<file path="config.mk">
export PLATFORM = sky130hd
export DESIGN_NAME = typed_value_message_deframer
export DESIGN_NICKNAME = d
export VERILOG_FILES = /design/src/rtl/core/tvmd_pkg.sv /design/src/rtl/core/tvmd_front.sv /design/src/rtl/core/tvmd_queue.sv /design/src/rtl/core/tvmd_back.sv /design/src/rtl/core/typed_value_message_deframer.sv
export SDC_FILE = /design/constraint.sdc
export NUM_CORES = 1
export LEC_CHECK = 0
export BUFFER_PORTS_ARGS = -buffer_cell sky130_fd_sc_hd__buf_2
export CORE_UTILIZATION = 60
export DETAILED_ROUTE_END_ITERATION = 6
export GPL_ROUTABILITY_DRIVEN = 0
export PLACE_DENSITY = 0.79
export SYNTH_ARGS = -nofsm -noshare
export SYNTH_HDL_FRONTEND = slang
export SYNTH_SLANG_ARGS = --single-unit
</file>
<file path="constraint.sdc">
create_clock -name clk -period 5.4 [get_ports clk]
set_input_delay 0.54 -clock clk [delete_from_list [all_inputs] [get_ports clk]]
set_output_delay 0.54 -clock clk [all_outputs]
set_load 0.03 [all_outputs]
</file>
<file path="src/rtl/core/tvmd_pkg.sv">
// Shared types and constants for the typed value message deframer.
// Used by every module of the block; depends on nothing.
package tvmd_pkg;

  // Byte and field widths
  localparam int BYTE_W     = 8;
  localparam int ENTRY_W    = 28;
  localparam int KEY_W      = 24;
  localparam int LIMIT_W    = 4;
  localparam int TYPE_IDX_W = 2;
  localparam int VALUE_W    = 37;
  localparam int COUNT_W    = 4;
  localparam int CFG_IDX_W  = 3;
  localparam int CFG_DATA_W = 28;
  localparam int KEYBUF_W   = 16;
  localparam int KCOUNT_W   = 2;

  // Key length in bytes and the digit ceiling
  localparam int KEY_LENGTH = 3;
  localparam int MAX_DIGITS = 11;

  localparam logic [KEY_W-1:0] KEY_MASK =
    (KEY_LENGTH >= 3) ? {KEY_W{1'b1}} : KEY_W'((1 << (8 * KEY_LENGTH)) - 1);
  localparam logic [KCOUNT_W-1:0]  KEY_LAST   = KCOUNT_W'(KEY_LENGTH - 1);
  localparam logic [LIMIT_W-1:0]   DIGIT_CEIL = LIMIT_W'(MAX_DIGITS);

  // ASCII digit range
  localparam logic [BYTE_W-1:0] CHAR_ZERO = 8'h30;
  localparam logic [BYTE_W-1:0] CHAR_NINE = 8'h39;

  // Configuration register indexes
  localparam logic [CFG_IDX_W-1:0] CFG_START_MSG   = 3'd0;
  localparam logic [CFG_IDX_W-1:0] CFG_STOP_MSG    = 3'd1;
  localparam logic [CFG_IDX_W-1:0] CFG_START_VALUE = 3'd2;
  localparam logic [CFG_IDX_W-1:0] CFG_STOP_VALUE  = 3'd3;
  localparam logic [CFG_IDX_W-1:0] CFG_TYPE_BASE   = 3'd4;

  // Reset values of the framing bytes
  localparam logic [BYTE_W-1:0] RST_START_MSG   = 8'd60;
  localparam logic [BYTE_W-1:0] RST_STOP_MSG    = 8'd62;
  localparam logic [BYTE_W-1:0] RST_START_VALUE = 8'd91;
  localparam logic [BYTE_W-1:0] RST_STOP_VALUE  = 8'd93;

  // Result kinds
  localparam logic EV_VALUE = 1'b0;
  localparam logic EV_END   = 1'b1;

  // Framing bytes as currently configured
  typedef struct packed {
    logic [BYTE_W-1:0] start_msg;
    logic [BYTE_W-1:0] stop_msg;
    logic [BYTE_W-1:0] start_val;
    logic [BYTE_W-1:0] stop_val;
  } frame_cfg_t;

  // One classified byte as it travels through the queue
  typedef struct packed {
    logic              start_msg;
    logic              stop_msg;
    logic              start_val;
    logic              stop_val;
    logic              is_digit;
    logic [3:0]        digit;
    logic [BYTE_W-1:0] data_byte;
  } token_t;

  // One result item
  typedef struct packed {
    logic                  event_kind;
    logic [TYPE_IDX_W-1:0] type_index;
    logic [VALUE_W-1:0]    value_number;
    logic [COUNT_W-1:0]    num_digits;
  } result_t;

  // Parser phases
  typedef enum logic [3:0] {
    PH_MSG    = 4'b0001,
    PH_VSTART = 4'b0010,
    PH_KEY    = 4'b0100,
    PH_DIGITS = 4'b1000
  } phase_t;

endpackage

</file>
<file path="src/rtl/core/tvmd_front.sv">
// Front end: takes input bytes and classifies them against the framing bytes.
// Depends on tvmd_pkg; feeds tvmd_queue.
module tvmd_front (
  input  logic                          in_valid,
  output logic                          in_stall,
  input  logic [tvmd_pkg::BYTE_W-1:0]   in_data_byte,
  input  tvmd_pkg::frame_cfg_t          frame_cfg,
  input  logic                          q_full,
  output logic                          q_push,
  output tvmd_pkg::token_t              q_token
);

  logic [tvmd_pkg::BYTE_W-1:0] digit_off;

  // Hold the input while the queue has no room
  assign in_stall = q_full;
  assign q_push   = in_valid && !q_full;

  // Classify the byte
  assign digit_off = in_data_byte - tvmd_pkg::CHAR_ZERO;

  always_comb begin
    q_token.start_msg = (in_data_byte == frame_cfg.start_msg);
    q_token.stop_msg  = (in_data_byte == frame_cfg.stop_msg);
    q_token.start_val = (in_data_byte == frame_cfg.start_val);
    q_token.stop_val  = (in_data_byte == frame_cfg.stop_val);
    q_token.is_digit  = (in_data_byte >= tvmd_pkg::CHAR_ZERO) &&
                        (in_data_byte <= tvmd_pkg::CHAR_NINE);
    q_token.digit     = digit_off[3:0];
    q_token.data_byte = in_data_byte;
  end

endmodule

</file>
<file path="src/rtl/core/tvmd_queue.sv">
// Two-entry token queue between the classifier and the parser.
// Depends on tvmd_pkg for the token type.
module tvmd_queue (
  input  logic             clk,
  input  logic             rst_n,
  input  logic             push,
  input  tvmd_pkg::token_t push_token,
  output logic             full,
  input  logic             pop,
  output logic             head_valid,
  output tvmd_pkg::token_t head_token
);

  tvmd_pkg::token_t slot_r [2];
  logic             wr_ptr_r, wr_ptr_nxt;
  logic             rd_ptr_r, rd_ptr_nxt;
  logic [1:0]       count_r, count_nxt;

  assign full       = (count_r == 2'd2);
  assign head_valid = (count_r != 2'd0);
  assign head_token = slot_r[rd_ptr_r];

  // Advance pointers and occupancy
  always_comb begin
    wr_ptr_nxt = push ? ~wr_ptr_r : wr_ptr_r;
    rd_ptr_nxt = pop  ? ~rd_ptr_r : rd_ptr_r;
    count_nxt  = count_r + 2'(push) - 2'(pop);
  end

  always_ff @(posedge clk) begin
    if (!rst_n) begin
      wr_ptr_r <= 1'b0;
      rd_ptr_r <= 1'b0;
      count_r  <= 2'd0;
    end else begin
      wr_ptr_r <= wr_ptr_nxt;
      rd_ptr_r <= rd_ptr_nxt;
      count_r  <= count_nxt;
    end
  end

  // Store the token
  always_ff @(posedge clk) begin
    if (push) begin
      slot_r[wr_ptr_r] <= push_token;
    end
  end

endmodule

</file>
<file path="src/rtl/core/tvmd_back.sv">
// Back end: parses queued tokens, matches type keys, accumulates digits
// and holds the output register. Depends on tvmd_pkg.
module tvmd_back #(
  parameter int NUM_TYPES = 4
) (
  input  logic                             clk,
  input  logic                             rst_n,
  input  logic [tvmd_pkg::ENTRY_W-1:0]     type_entry [NUM_TYPES],
  input  logic                             head_valid,
  input  tvmd_pkg::token_t                 head_token,
  output logic                             pop,
  output logic                             out_valid,
  input  logic                             out_stall,
  output tvmd_pkg::result_t                out_result
);

  tvmd_pkg::phase_t                      phase_r, phase_nxt;
  logic [tvmd_pkg::KEYBUF_W-1:0]         key_bytes_r, key_bytes_nxt;
  logic [tvmd_pkg::KCOUNT_W-1:0]         key_count_r, key_count_nxt;
  logic [tvmd_pkg::TYPE_IDX_W-1:0]       cur_type_r, cur_type_nxt;
  logic [tvmd_pkg::VALUE_W-1:0]          acc_r, acc_nxt;
  logic [tvmd_pkg::COUNT_W-1:0]          digits_r, digits_nxt;
  logic                                  out_valid_r, out_valid_nxt;
  tvmd_pkg::result_t                     result_r, result_nxt;

  logic                                  out_ready;
  logic [tvmd_pkg::KEY_W-1:0]            full_key;
  logic                                  match_found;
  logic [tvmd_pkg::TYPE_IDX_W-1:0]       match_idx;
  logic [tvmd_pkg::LIMIT_W-1:0]          raw_limit [NUM_TYPES];
  logic [tvmd_pkg::LIMIT_W-1:0]          cur_raw_limit;
  logic [tvmd_pkg::LIMIT_W-1:0]          cur_limit;
  logic [tvmd_pkg::VALUE_W-1:0]          acc_times10;

  assign out_valid  = out_valid_r;
  assign out_result = result_r;

  // Output register can take a new result when empty or being drained
  assign out_ready = !out_valid_r || !out_stall;
  assign pop       = head_valid && out_ready;

  assign full_key    = {key_bytes_r, head_token.data_byte};
  assign acc_times10 = (acc_r << 3) + (acc_r << 1);

  // Digit limit of the current type from the live table, clamped to the ceiling
  assign cur_raw_limit = type_entry[cur_type_r][tvmd_pkg::LIMIT_W-1:0];
  assign cur_limit     = (cur_raw_limit > tvmd_pkg::DIGIT_CEIL) ? tvmd_pkg::DIGIT_CEIL
                                                                : cur_raw_limit;

  // Match the key against the table, lowest index wins
  always_comb begin
    match_found = 1'b0;
    match_idx   = '0;
    for (int t = NUM_TYPES - 1; t >= 0; t--) begin
      raw_limit[t] = type_entry[t][tvmd_pkg::LIMIT_W-1:0];
      if ((raw_limit[t] != '0) &&
          ((type_entry[t][tvmd_pkg::ENTRY_W-1:tvmd_pkg::LIMIT_W] & tvmd_pkg::KEY_MASK) ==
           (full_key & tvmd_pkg::KEY_MASK))) begin
        match_found = 1'b1;
        match_idx   = tvmd_pkg::TYPE_IDX_W'(t);
      end
    end
  end

  // Parser step for the head token
  always_comb begin
    phase_nxt     = phase_r;
    key_bytes_nxt = key_bytes_r;
    key_count_nxt = key_count_r;
    cur_type_nxt  = cur_type_r;
    acc_nxt       = acc_r;
    digits_nxt    = digits_r;
    out_valid_nxt = out_valid_r && out_stall;
    result_nxt    = result_r;

    if (pop) begin
      unique case (phase_r)
        tvmd_pkg::PH_MSG: begin
          if (head_token.start_msg) begin
            phase_nxt = tvmd_pkg::PH_VSTART;
          end
        end
        tvmd_pkg::PH_VSTART: begin
          if (head_token.start_val) begin
            phase_nxt     = tvmd_pkg::PH_KEY;
            key_bytes_nxt = '0;
            key_count_nxt = '0;
          end else if (head_token.stop_msg) begin
            phase_nxt               = tvmd_pkg::PH_MSG;
            out_valid_nxt           = 1'b1;
            result_nxt.event_kind   = tvmd_pkg::EV_END;
            result_nxt.type_index   = '0;
            result_nxt.value_number = '0;
            result_nxt.num_digits   = '0;
          end
        end
        tvmd_pkg::PH_KEY: begin
          if (key_count_r != tvmd_pkg::KEY_LAST) begin
            key_bytes_nxt = full_key[tvmd_pkg::KEYBUF_W-1:0];
            key_count_nxt = key_count_r + tvmd_pkg::KCOUNT_W'(1);
          end else begin
            key_bytes_nxt = '0;
            key_count_nxt = '0;
            acc_nxt       = '0;
            digits_nxt    = '0;
            if (match_found) begin
              cur_type_nxt  = match_idx;
              phase_nxt     = tvmd_pkg::PH_DIGITS;
            end else begin
              phase_nxt = tvmd_pkg::PH_MSG;
            end
          end
        end
        tvmd_pkg::PH_DIGITS: begin
          if (head_token.stop_val) begin
            out_valid_nxt           = 1'b1;
            result_nxt.event_kind   = tvmd_pkg::EV_VALUE;
            result_nxt.type_index   = cur_type_r;
            result_nxt.value_number = acc_r;
            result_nxt.num_digits   = digits_r;
            acc_nxt                 = '0;
            digits_nxt              = '0;
            phase_nxt               = tvmd_pkg::PH_VSTART;
          end else if ((digits_r < cur_limit) && head_token.is_digit) begin
            acc_nxt    = acc_times10 + tvmd_pkg::VALUE_W'(head_token.digit);
            digits_nxt = digits_r + tvmd_pkg::COUNT_W'(1);
          end else begin
            // Drop the message
            phase_nxt     = tvmd_pkg::PH_MSG;
            key_bytes_nxt = '0;
            key_count_nxt = '0;
            acc_nxt       = '0;
            digits_nxt    = '0;
          end
        end
        default: begin
          phase_nxt = tvmd_pkg::PH_MSG;
        end
      endcase
    end
  end

  // Control state
  always_ff @(posedge clk) begin
    if (!rst_n) begin
      phase_r     <= tvmd_pkg::PH_MSG;
      key_count_r <= '0;
      digits_r    <= '0;
      out_valid_r <= 1'b0;
    end else begin
      phase_r     <= phase_nxt;
      key_count_r <= key_count_nxt;
      digits_r    <= digits_nxt;
      out_valid_r <= out_valid_nxt;
    end
  end

  // Payload state
  always_ff @(posedge clk) begin
    key_bytes_r <= key_bytes_nxt;
    cur_type_r  <= cur_type_nxt;
    acc_r       <= acc_nxt;
    result_r    <= result_nxt;
  end

endmodule

</file>
<file path="src/rtl/core/typed_value_message_deframer.sv">
// A result is registered into the output register when the token queue hands the byte that closes
// it to the parser and the output register is free. Throughput: one byte per cycle while the
// output is not stalled; in_stall rises only when the two-entry token queue is full.
// Reset (synchronous, rst_n low): framing bytes to their defaults, type table to zero,
// queue emptied, parser back to waiting for a message start, no result pending.
// Top level of the typed value message deframer; holds the configuration registers.
// Instantiates tvmd_front, tvmd_queue and tvmd_back; depends on tvmd_pkg.
module typed_value_message_deframer #(
  parameter int NUM_TYPES = 4
) (
  input  logic                                 clk,
  input  logic                                 rst_n,
  input  logic                                 cfg_we,
  input  logic [tvmd_pkg::CFG_IDX_W-1:0]       cfg_index,
  input  logic [tvmd_pkg::CFG_DATA_W-1:0]      cfg_data,
  input  logic                                 in_valid,
  output logic                                 in_stall,
  input  logic [tvmd_pkg::BYTE_W-1:0]          in_data_byte,
  output logic                                 out_valid,
  input  logic                                 out_stall,
  output logic                                 out_event_kind,
  output logic [tvmd_pkg::TYPE_IDX_W-1:0]      out_type_index,
  output logic [tvmd_pkg::VALUE_W-1:0]         out_value_number,
  output logic [tvmd_pkg::COUNT_W-1:0]         out_num_digits
);

  tvmd_pkg::frame_cfg_t               frame_r;
  logic [tvmd_pkg::ENTRY_W-1:0]       type_entry_r [NUM_TYPES];
  logic                               q_full, q_push, q_pop, q_head_valid;
  tvmd_pkg::token_t                   q_token, q_head;
  tvmd_pkg::result_t                  result;

  // Framing byte registers
  always_ff @(posedge clk) begin
    if (!rst_n) begin
      frame_r.start_msg <= tvmd_pkg::RST_START_MSG;
      frame_r.stop_msg  <= tvmd_pkg::RST_STOP_MSG;
      frame_r.start_val <= tvmd_pkg::RST_START_VALUE;
      frame_r.stop_val  <= tvmd_pkg::RST_STOP_VALUE;
    end else if (cfg_we) begin
      unique case (cfg_index)
        tvmd_pkg::CFG_START_MSG:   frame_r.start_msg <= cfg_data[tvmd_pkg::BYTE_W-1:0];
        tvmd_pkg::CFG_STOP_MSG:    frame_r.stop_msg  <= cfg_data[tvmd_pkg::BYTE_W-1:0];
        tvmd_pkg::CFG_START_VALUE: frame_r.start_val <= cfg_data[tvmd_pkg::BYTE_W-1:0];
        tvmd_pkg::CFG_STOP_VALUE:  frame_r.stop_val  <= cfg_data[tvmd_pkg::BYTE_W-1:0];
        default: begin
        end
      endcase
    end
  end

  // Type table registers
  for (genvar t = 0; t < NUM_TYPES; t++) begin : g_type
    always_ff @(posedge clk) begin
      if (!rst_n) begin
        type_entry_r[t] <= '0;
      end else if (cfg_we &&
                   (cfg_index == tvmd_pkg::CFG_TYPE_BASE + tvmd_pkg::CFG_IDX_W'(t))) begin
        type_entry_r[t] <= cfg_data;
      end
    end
  end

  tvmd_front u_front (
    .in_valid     (in_valid),
    .in_stall     (in_stall),
    .in_data_byte (in_data_byte),
    .frame_cfg    (frame_r),
    .q_full       (q_full),
    .q_push       (q_push),
    .q_token      (q_token)
  );

  tvmd_queue u_queue (
    .clk        (clk),
    .rst_n      (rst_n),
    .push       (q_push),
    .push_token (q_token),
    .full       (q_full),
    .pop        (q_pop),
    .head_valid (q_head_valid),
    .head_token (q_head)
  );

  tvmd_back #(
    .NUM_TYPES (NUM_TYPES)
  ) u_back (
    .clk        (clk),
    .rst_n      (rst_n),
    .type_entry (type_entry_r),
    .head_valid (q_head_valid),
    .head_token (q_head),
    .pop        (q_pop),
    .out_valid  (out_valid),
    .out_stall  (out_stall),
    .out_result (result)
  );

  assign out_event_kind   = result.event_kind;
  assign out_type_index   = result.type_index;
  assign out_value_number = result.value_number;
  assign out_num_digits   = result.num_digits;

endmodule

</file>
* Yosys cells after proc, flatten, opt, wreduce, memory -nomap -nowiden
Memories as Yosys holds them, arrays and structs flattened. A register that Yosys moved wholly into a read port is not among the register bits.
Index checks and enable logic that the tools add are counted.
** Cells by class
- Eq/ne operators :: 31
- Mux-type cells :: 50
- Reductions and logical operators :: 36
- Add/sub/neg operators :: 7
- Bitwise logic cells :: 4
- Magnitude comparators :: 5
** Operator list (count)
- 44-bit two-way mux :: 3
- 37-bit two-way mux :: 3
- 24-bit equality test :: 4
- 44-bit case mux with 2 select lines :: 1
- 37-bit case mux with 2 select lines :: 1
- 16-bit two-way mux :: 4
- 28-bit binary-select mux with 2-bit select :: 1
- 4-bit two-way mux :: 13
- 16-bit case mux with 3 select lines :: 1
- 37-bit adder :: 1
- 37-bit by 4-bit adder with 37-bit output :: 1
- 8-bit equality test :: 4
- 2-bit inequality test (second input constant) :: 9
- 4-bit case mux with 4 select lines :: 1
- 4-bit nonzero test :: 4
- 5-bit AND reduction :: 3
- 1-bit logical AND :: 13
- 1-bit two-way mux :: 13
- 3-bit equality test (second input constant) :: 4
- 2-bit two-way mux :: 6
- 8-bit by 6-bit >= comparator with 1-bit output (second input constant) :: 1
- 8-bit by 6-bit <= comparator with 1-bit output (second input constant) :: 1
- 4-bit case mux with 2 select lines :: 1
- 2-bit AND reduction :: 4
- 28 further kinds :: 36
** Storage, ports and cells
- Register bits after elaboration :: 258
- Logic and storage cells :: 157
- Output and inout bits :: 46
- Memory bits (writable) :: 34
- Bits of input ports :: 44
- Memories :: 1
** Memory list
- u_queue.slot_r :: words 2, bits a word 17, rd ports 1, clocked after memory_dff 1, write ports 1, RTL line tvmd_queue.sv:14 : tvmd_pkg::token_t slot_r [2];

* Logic depth before layout (Yosys ltp)
Gate-level depths: netlist of run 1.
- Depth in word-level cells :: 11
- Depth in mapped cells :: 16
- Gate-level depth less buffers :: 14

* By module
Synthesis of run 1 repeated with hierarchy kept, for this count alone.
** Second synthesis, totals
- Cell total of the unflattened synthesis :: 1400
- Area total of the unflattened synthesis :: 15138.3 um^2
** Modules (own cells, without submodules)
- tvmd_back :: sequential area each 3193.1 um^2, cells each 740, area an instance 7711.1 um^2, times used 1
- typed_value_message_deframer :: sequential area each 2882.8 um^2, cells each 517, area an instance 5383.9 um^2, times used 1
- tvmd_queue :: sequential area each 1121.1 um^2, cells each 74, area an instance 1508.9 um^2, times used 1
- tvmd_front :: sequential area each 0.0 um^2, cells each 69, area an instance 534.3 um^2, times used 1

* Least setup slack after synthesis of run 1
Ideal clock, no wire load.
- Kind :: flip-flop to flip-flop
- From :: register u_back.phase_r[1]
- To :: register u_back.result_r, in the netlist u_back.out_result[0], enable pin
- Stages on the path, launching flop included :: 5
- Arrival time :: 4.242 ns
- Setup time :: 0.512 ns
- Buffers on the path :: 1
- Slack :: 0.646 ns
- Required time :: 4.888 ns
- Period minus slack after synthesis :: 4.754 ns
- Cell sequence :: dfxtp_1 buf_6 nor4_4 nand2b_1 a211oi_1
** Between the ends
- Word-level cells in the longest chain between the ends :: 3
- Elaborated cells between the ends (all ways) :: 7
- Those cells by class :: eq/ne: 5; reduce/logical: 2
** RTL lines
- start: declaration :: RTL line tvmd_back.sv:17 : tvmd_pkg::phase_t phase_r, phase_nxt;
- start signal: assignment :: RTL line tvmd_back.sv:146 : phase_r <= tvmd_pkg::PH_MSG;
- start signal: assignment :: RTL line tvmd_back.sv:151 : phase_r <= phase_nxt;
- 4-bit by 2-bit equality test with 1-bit output / 4-bit equality test (equally long branches) :: RTL line tvmd_back.sv:77 : unique case (phase_r)
- 2-bit inequality test (no line) / 2-bit nonzero test (equally long branches)
- 5-bit AND reduction (no line) *
- end signal: assignment :: RTL line tvmd_back.sv:163 : result_r <= result_nxt;
- end: declaration :: RTL line tvmd_back.sv:24 : tvmd_pkg::result_t result_r, result_nxt;
Every way passes the cells marked *; elsewhere a longest branch is shown, timed or not.
A chain may end at the register's enable or synchronous reset.

==> metrics, run 1 <==
Skew-Pair Late Insertion Delay around 0.54 ns; max-slew violations 0; Leak 6.21 nW; Final period util 0.827; post-synthesis sequential area ratio 0.480; final setup skew ~0.013 ns; vias post-DR about 11000; Die Area ~25000 um2; DRT Pass-1 Iters 5; CP Data Required Time between 5 and 6 ns; vias in the first global route 10900; Ports 90; RSZ-0062 raised after global routing no; Syn Area/Cell 9.44 um2; WL/cell 17.7 um; commonest non-fill, non-tap cell in the layout nand2_1; Worst-Margin Slew 1.14 ns; area growth from synthesis to layout 10.8%; DR iter-0 viols 940; layout cell share with drive strength beyond 1 0.115; CTS clk-pin slew, worst paths approximately 0.07 ns; post-route minimum period about 4.5 ns; VDD IR-drop max 0.244 mV; Post-CTS Setup Bufs 0; first-pass GRT wire length roughly 55000 um; internal cell power 3.74 mW; post-route ant nets 0; clock sinks roughly 290; die width 157 um; Cell variety after synth 75; Net Sw Power 1.24 mW; CORE AREA roughly 24000 um2; final WL 34100 um; critical path class reg -> reg; Rel. slew slack 0.239; Peak Freq 0.224 GHz; switching power share of the total 0.249; most used flip-flop cell after synthesis dfxtp_1; Mapped Cells 1535; # DRC 0; total of max-cap violations 0; CTS tree built; Post-Syn Nets 1655; status complete, no violations; HP Class in -> reg; cts hold-fix bufs 0; EDFF count, synth roughly 130; Fin. Hold Viols 0; flop and latch count out of synthesis between 200 and 300; grt ovf 0; commonest cells after routing, fill and taps aside nand2_1, a21oi_1, dfxtp_1, xnor2_1, edfxtp_1; port bufs between 80 and 90; final setup fails 0; PwrDens 310 nW/um2; data arrival time of the critical path 4.73 ns; # resized after CTS 0; Logic pwr share 0.122; antenna violations before repair 0; die height 157 um; CTS Buf Count 28; Initial Util 0.614; sequential group share of total power 0.477; Pwr Total 4.98 mW; H-Tree Depth 1; Worst setup SP type flop; hpwl dp roughly 23000 um; Total Nets Final 1700; Clk pwr share 0.401; Crit Path Max Fanout 13; Cell Rows 56; CP Capture Type flop; async set-reset flop share out of synthesis 0; post-DR vias/cell around 5.8; largest net degree at the start of global routing 91; gr usage total 0.282; CTS root buffer clkbuf_16; Max clock buf depth 3; Yosys Warn Count 0; antenna cells 0; Setup TNS Final 0 ns; Mapped Area 14500 um2
==> layout make-up <==
| cell class | count | area [um2] |
|---|---|---|
| inverters | 27 | 104 |
| clock inverters | 8 | 95.1 |
| repair buffers | 104 | 558 |
| multi-input cells | 1134 | 7090 |
| clock buffers | 44 | 857 |
| well taps | 319 | 399 |
| flip-flops and latches | 285 | 6960 |
| fillers | 1832 | 7560 |
==> logic make-up (layout without fill, tap and decap cells) <==
logic type / Yosys count / in the layout / share of synthesized area
AND/OR/NAND/NOR: 621 / 621 / 0.195
flip-flops: 285 / 285 / 0.480
AO/OA/AOI/OAI: 256 / 256 / 0.107
XOR/XNOR: 161 / 161 / 0.0973
buffers and inverters: 116 / 183 / 0.0331
adder cells (fa/ha/maj): 76 / 76 / 0.0667
multiplexers: 20 / 20 / 0.0217
==> per-layer routing <==
| layer | track usage | vias to the layer above | share of wire |
|---|---|---|---|
| met3 | 0.0432 | 91 | 0.069 |
| met2 | 0.485 | 436 | 0.48 |
| met1 | 0.354 | 5272 | 0.41 |
| met4 | 0.119 | 0 | 0.037 |
| li1 | - | 5376 | - |
| met5 | 0 | - | 0 |
==> synthesized netlist by cell type (3+ instances only) <==
master	number	area, um2
nor4_1	11	68.8
nand2_1	333	1250
a211oi_1	5	37.5
nor2b_1	5	31.3
o21ai_0	20	100
nand2b_1	10	62.6
o21a_1	4	30.0
buf_1	8	30.0
mux2i_1	5	50.1
mux2i_4	3	67.6
a21o_1	11	82.6
o31ai_1	6	45.0
mux2i_2	5	68.8
inv_1	26	97.6
xor2_1	19	166
nand3_1	39	195
nand4_1	32	200
nor2_1	85	319
o211ai_1	4	30.0
buf_6	3	33.8
mux4_2	4	90.1
edfxtp_1	125	3750
a31oi_1	3	18.8
a21boi_0	3	22.5
nor3_1	25	125
and3_1	17	106
ha_1	74	926
and2_1	47	294
or4_1	3	22.5
xnor2_1	142	1240
clkbuf_1	73	274
dfxtp_1	160	3200
a21oi_1	167	836
==> power groups by stage <==
stage | clock network (mW) | registers, mW | logic (mW)
finish | 2.00 | 2.37 | 0.609
global route | 2.09 | 2.38 | 0.655
CTS | 2.01 | 2.37 | 0.606
detailed placement | 0 | 2.42 | 0.597
global placement | 0 | 2.42 | 0.588
floorplan | 0 | 2.41 | 0.454
==> final timing paths <==
| check | start | endpoint | cells past startpoint | slack [ns] |
|---|---|---|---|---|
| max | flop | u_back.acc_r[34] | 15 | 0.94 |
| min | cfg_data[17] | type_entry_r[17] | 3 | 0.27 |
| max reg2reg | flop | u_back.acc_r[34] | 15 | 0.94 |
| min reg2reg | type_entry_r[4] | type_entry_r[4] | 2 | 0.47 |
==> critical path, cell delays in order (launching register included) <==
cell and delay [ns]:
dfxtp_1 0.31, buf_4 0.28, mux2i_2 0.61, inv_1 0.11, ha_1 0.31, ha_1 0.22, inv_1 0.07, fa_1 0.38
nor2b_1 0.22, o31ai_1 0.13, a211oi_1 0.55, o21bai_1 0.19, a2111oi_0 0.48, nor3_1 0.11, xor2_1 0.15, nor2_1 0.05
==> sequential cells by signal, indices dropped and copies added (netlist names), named ones only <==
register and cells:
type_entry_r 112, u_back.out_result 44, u_back.acc_r 37, frame_r 32
u_queue.slot_r 26, u_back.key_bytes_r 16, u_back.digits_r 4, u_back.phase_r 4
u_back.cur_type_r 2, u_back.key_count_r 2, u_queue.count_r 2, u_back.out_valid 1
u_queue.rd_ptr_r 1, u_queue.wr_ptr_r 1
==> stage by stage <==
stage	instance area (um2)	hold slack, ns	cells	util	worst slack (ns)
final	16100	0.266	1921	0.680	0.936
after CTS	16100	0.256	1921	0.680	1.02
after detailed placement	15100	0.459	1869	0.640	1.06
after floorplan	14500	0.441	1535	-	0.646
after global routing	16100	0.268	1921	0.680	0.646
after global placement	15100	0.454	1869	0.640	1.19
Note: power is estimated with default switching activity, not from simulation.
==> run 2: changes to the inputs <==
==> constraint.sdc (replaced) <==
create_clock -name clk -period 4.22 [get_ports clk]
set_input_delay 0.422 -clock clk [delete_from_list [all_inputs] [get_ports clk]]
set_output_delay 0.422 -clock clk [all_outputs]
set_load 0.03 [all_outputs]
==> metrics, run 2 (synthesized netlist as in run 1, its figures left out) <==
hpwl dp 23800 um; CP Cell Sequence mux2i_2, fa_1, fa_1, nor2b_1, o31ai_1, a211oi_1, o21bai_1, a2111oi_0, nor3_1, xor2_1, nor2_1; Seq. cell area between 6000 and 7000 um2; HP Class in -> reg; Ports 90; fillers between 1500 and 2000; Final period util 0.893; Cell Rows 56; data arrival time of the critical path a little over 4 ns; CP Capture Type flop; # resized after CTS 0; Worst Path Buf+Inv 0; Biggest register type_entry_r; Leak slightly above 6 nW; vias in the first global route 10800; top routing layer used met4; CP peak stage delay 0.52 ns; antenna violations before repair 0; critical path depth in cells 11; grt ovf 0; WL/cell roughly 18 um; final WL 34100 um; first-pass GRT wire length 55100 um; post-route minimum period about 3.8 ns; Worst-Margin Slew 1.23 ns; CTS tree built; Setup TNS Final 0 ns; status complete, no violations; CTS root buffer clkbuf_16; max reg flops 112; DR iter-0 viols approximately 940; port bufs roughly 90; cell family with most CP delay compound AO/OA/AOI/OAI gates; Pwr Total 6.40 mW; gr usage total 0.283; critical path class reg -> reg; VDD IR-drop max 0.295 mV; Skew-Pair Late Insertion Delay 0.56 ns; vias post-DR 11200; DRT Pass-1 Iters 6; worst r2r dst u_back.acc_r[34]; PwrDens a little under 400 nW/um2; area growth from synthesis to layout 11.0%; antenna cells 0; Initial Util 0.614; DRT met1 WL 13900 um; CTS clk-pin slew, worst paths roughly 0.060 ns; Crit Path Max Fanout 4; cts hold-fix bufs 0; cell repeated most along the worst path fa_1; R2R setup slack 0.45 ns; Die Area 24800 um2; Post-CTS Setup Bufs 0; Total Nets Final 1706; final instance area 16100 um2; Crit-path slowest cell a211oi_1; Rel. slew slack 0.179; die height 157 um; placed inst area ~15000 um2; CP Data Required Time 4.53 ns; Worst setup SP type flop; CTS Buf Count 29; commonest cells after routing, fill and taps aside nand2_1, a21oi_1, dfxtp_1, xnor2_1, edfxtp_1; CORE AREA 23600 um2; path depth of the worst reg2reg path 11; Min-Delay Path Depth 3; # DRC 0; max-slew violations 0; final setup fails 0; Max clock buf depth 3; total of max-cap violations 0; RSZ-0062 raised after global routing no; final setup skew 0.0140 ns; hold endpoint type_entry_r[64]; Fin. Hold Viols 0; area of the multi-input gates 7090 um2; die width 157 um; clock sinks approximately 290; Peak Freq 0.265 GHz; H-Tree Depth 1; post-DR vias/cell 5.81; largest net degree at the start of global routing 75; detailed route wirelength on metal3 2430 um; post-route ant nets 0; min-delay src cfg_data[8]; layout cell share with drive strength beyond 1 0.114; met2 WL 16600 um; commonest non-fill, non-tap cell in the layout nand2_1
## run 2: area by class of cell
| cell class | instances | share of cell area |
|---|---|---|
| tap | 319 | 0.0248 |
| multi-input combinational | 1134 | 0.441 |
| timing repair buffer | 109 | 0.0370 |
| clock buffer | 36 | 0.0467 |
| clock inverter | 17 | 0.0120 |
| sequential | 285 | 0.432 |
| inverter | 27 | 0.00646 |
## run 2: worst max path at each step
stage	end	slack (ns)
3_3_place_gp	u_back.acc_r[36]	0.60
4_1_cts	u_back.acc_r[34]	0.50
2_1_floorplan	u_back.digits_r[3]	0.58
5_1_grt	u_back.acc_r[36]	0.19
3_5_place_dp	u_back.acc_r[34]	0.50
6_report	u_back.acc_r[34]	0.45
## run 2: through the flow
step | setup WS [ns] | hold WS, ns | cells | util
after CTS | 0.496 | 0.114 | 1927 | 0.681
after floorplan | 0.578 | 0.441 | 1535 | -
after global routing | 0.189 | 0.128 | 1927 | 0.681
final | 0.453 | 0.126 | 1927 | 0.681
after detailed placement | 0.504 | 0.459 | 1874 | 0.641
after global placement | 0.599 | 0.453 | 1874 | 0.641
## run 2: metal layers
layer / up-vias / track usage
li1: 5402 / -
met1: 5284 / 0.363
met2: 442 / 0.485
met3: 71 / 0.0394
met4: 0 / 0.104
met5: - / 0
## run 2: worst register-to-register path: stages (launching register included)
cell	delay, ns
dfxtp_1	0.41
mux2i_2	0.33
fa_1	0.49
fa_1	0.46
nor2b_1	0.23
o31ai_1	0.13
a211oi_1	0.52
o21bai_1	0.20
a2111oi_0	0.43
nor3_1	0.11
xor2_1	0.15
nor2_1	0.05
## run 2: power by group
group / internal (mW) / switching, mW / leakage, nW
sequential: 2.97 / 0.0695 / 2.62
combinational: 0.303 / 0.477 / 3.15
clock: 1.51 / 1.07 / 0.458
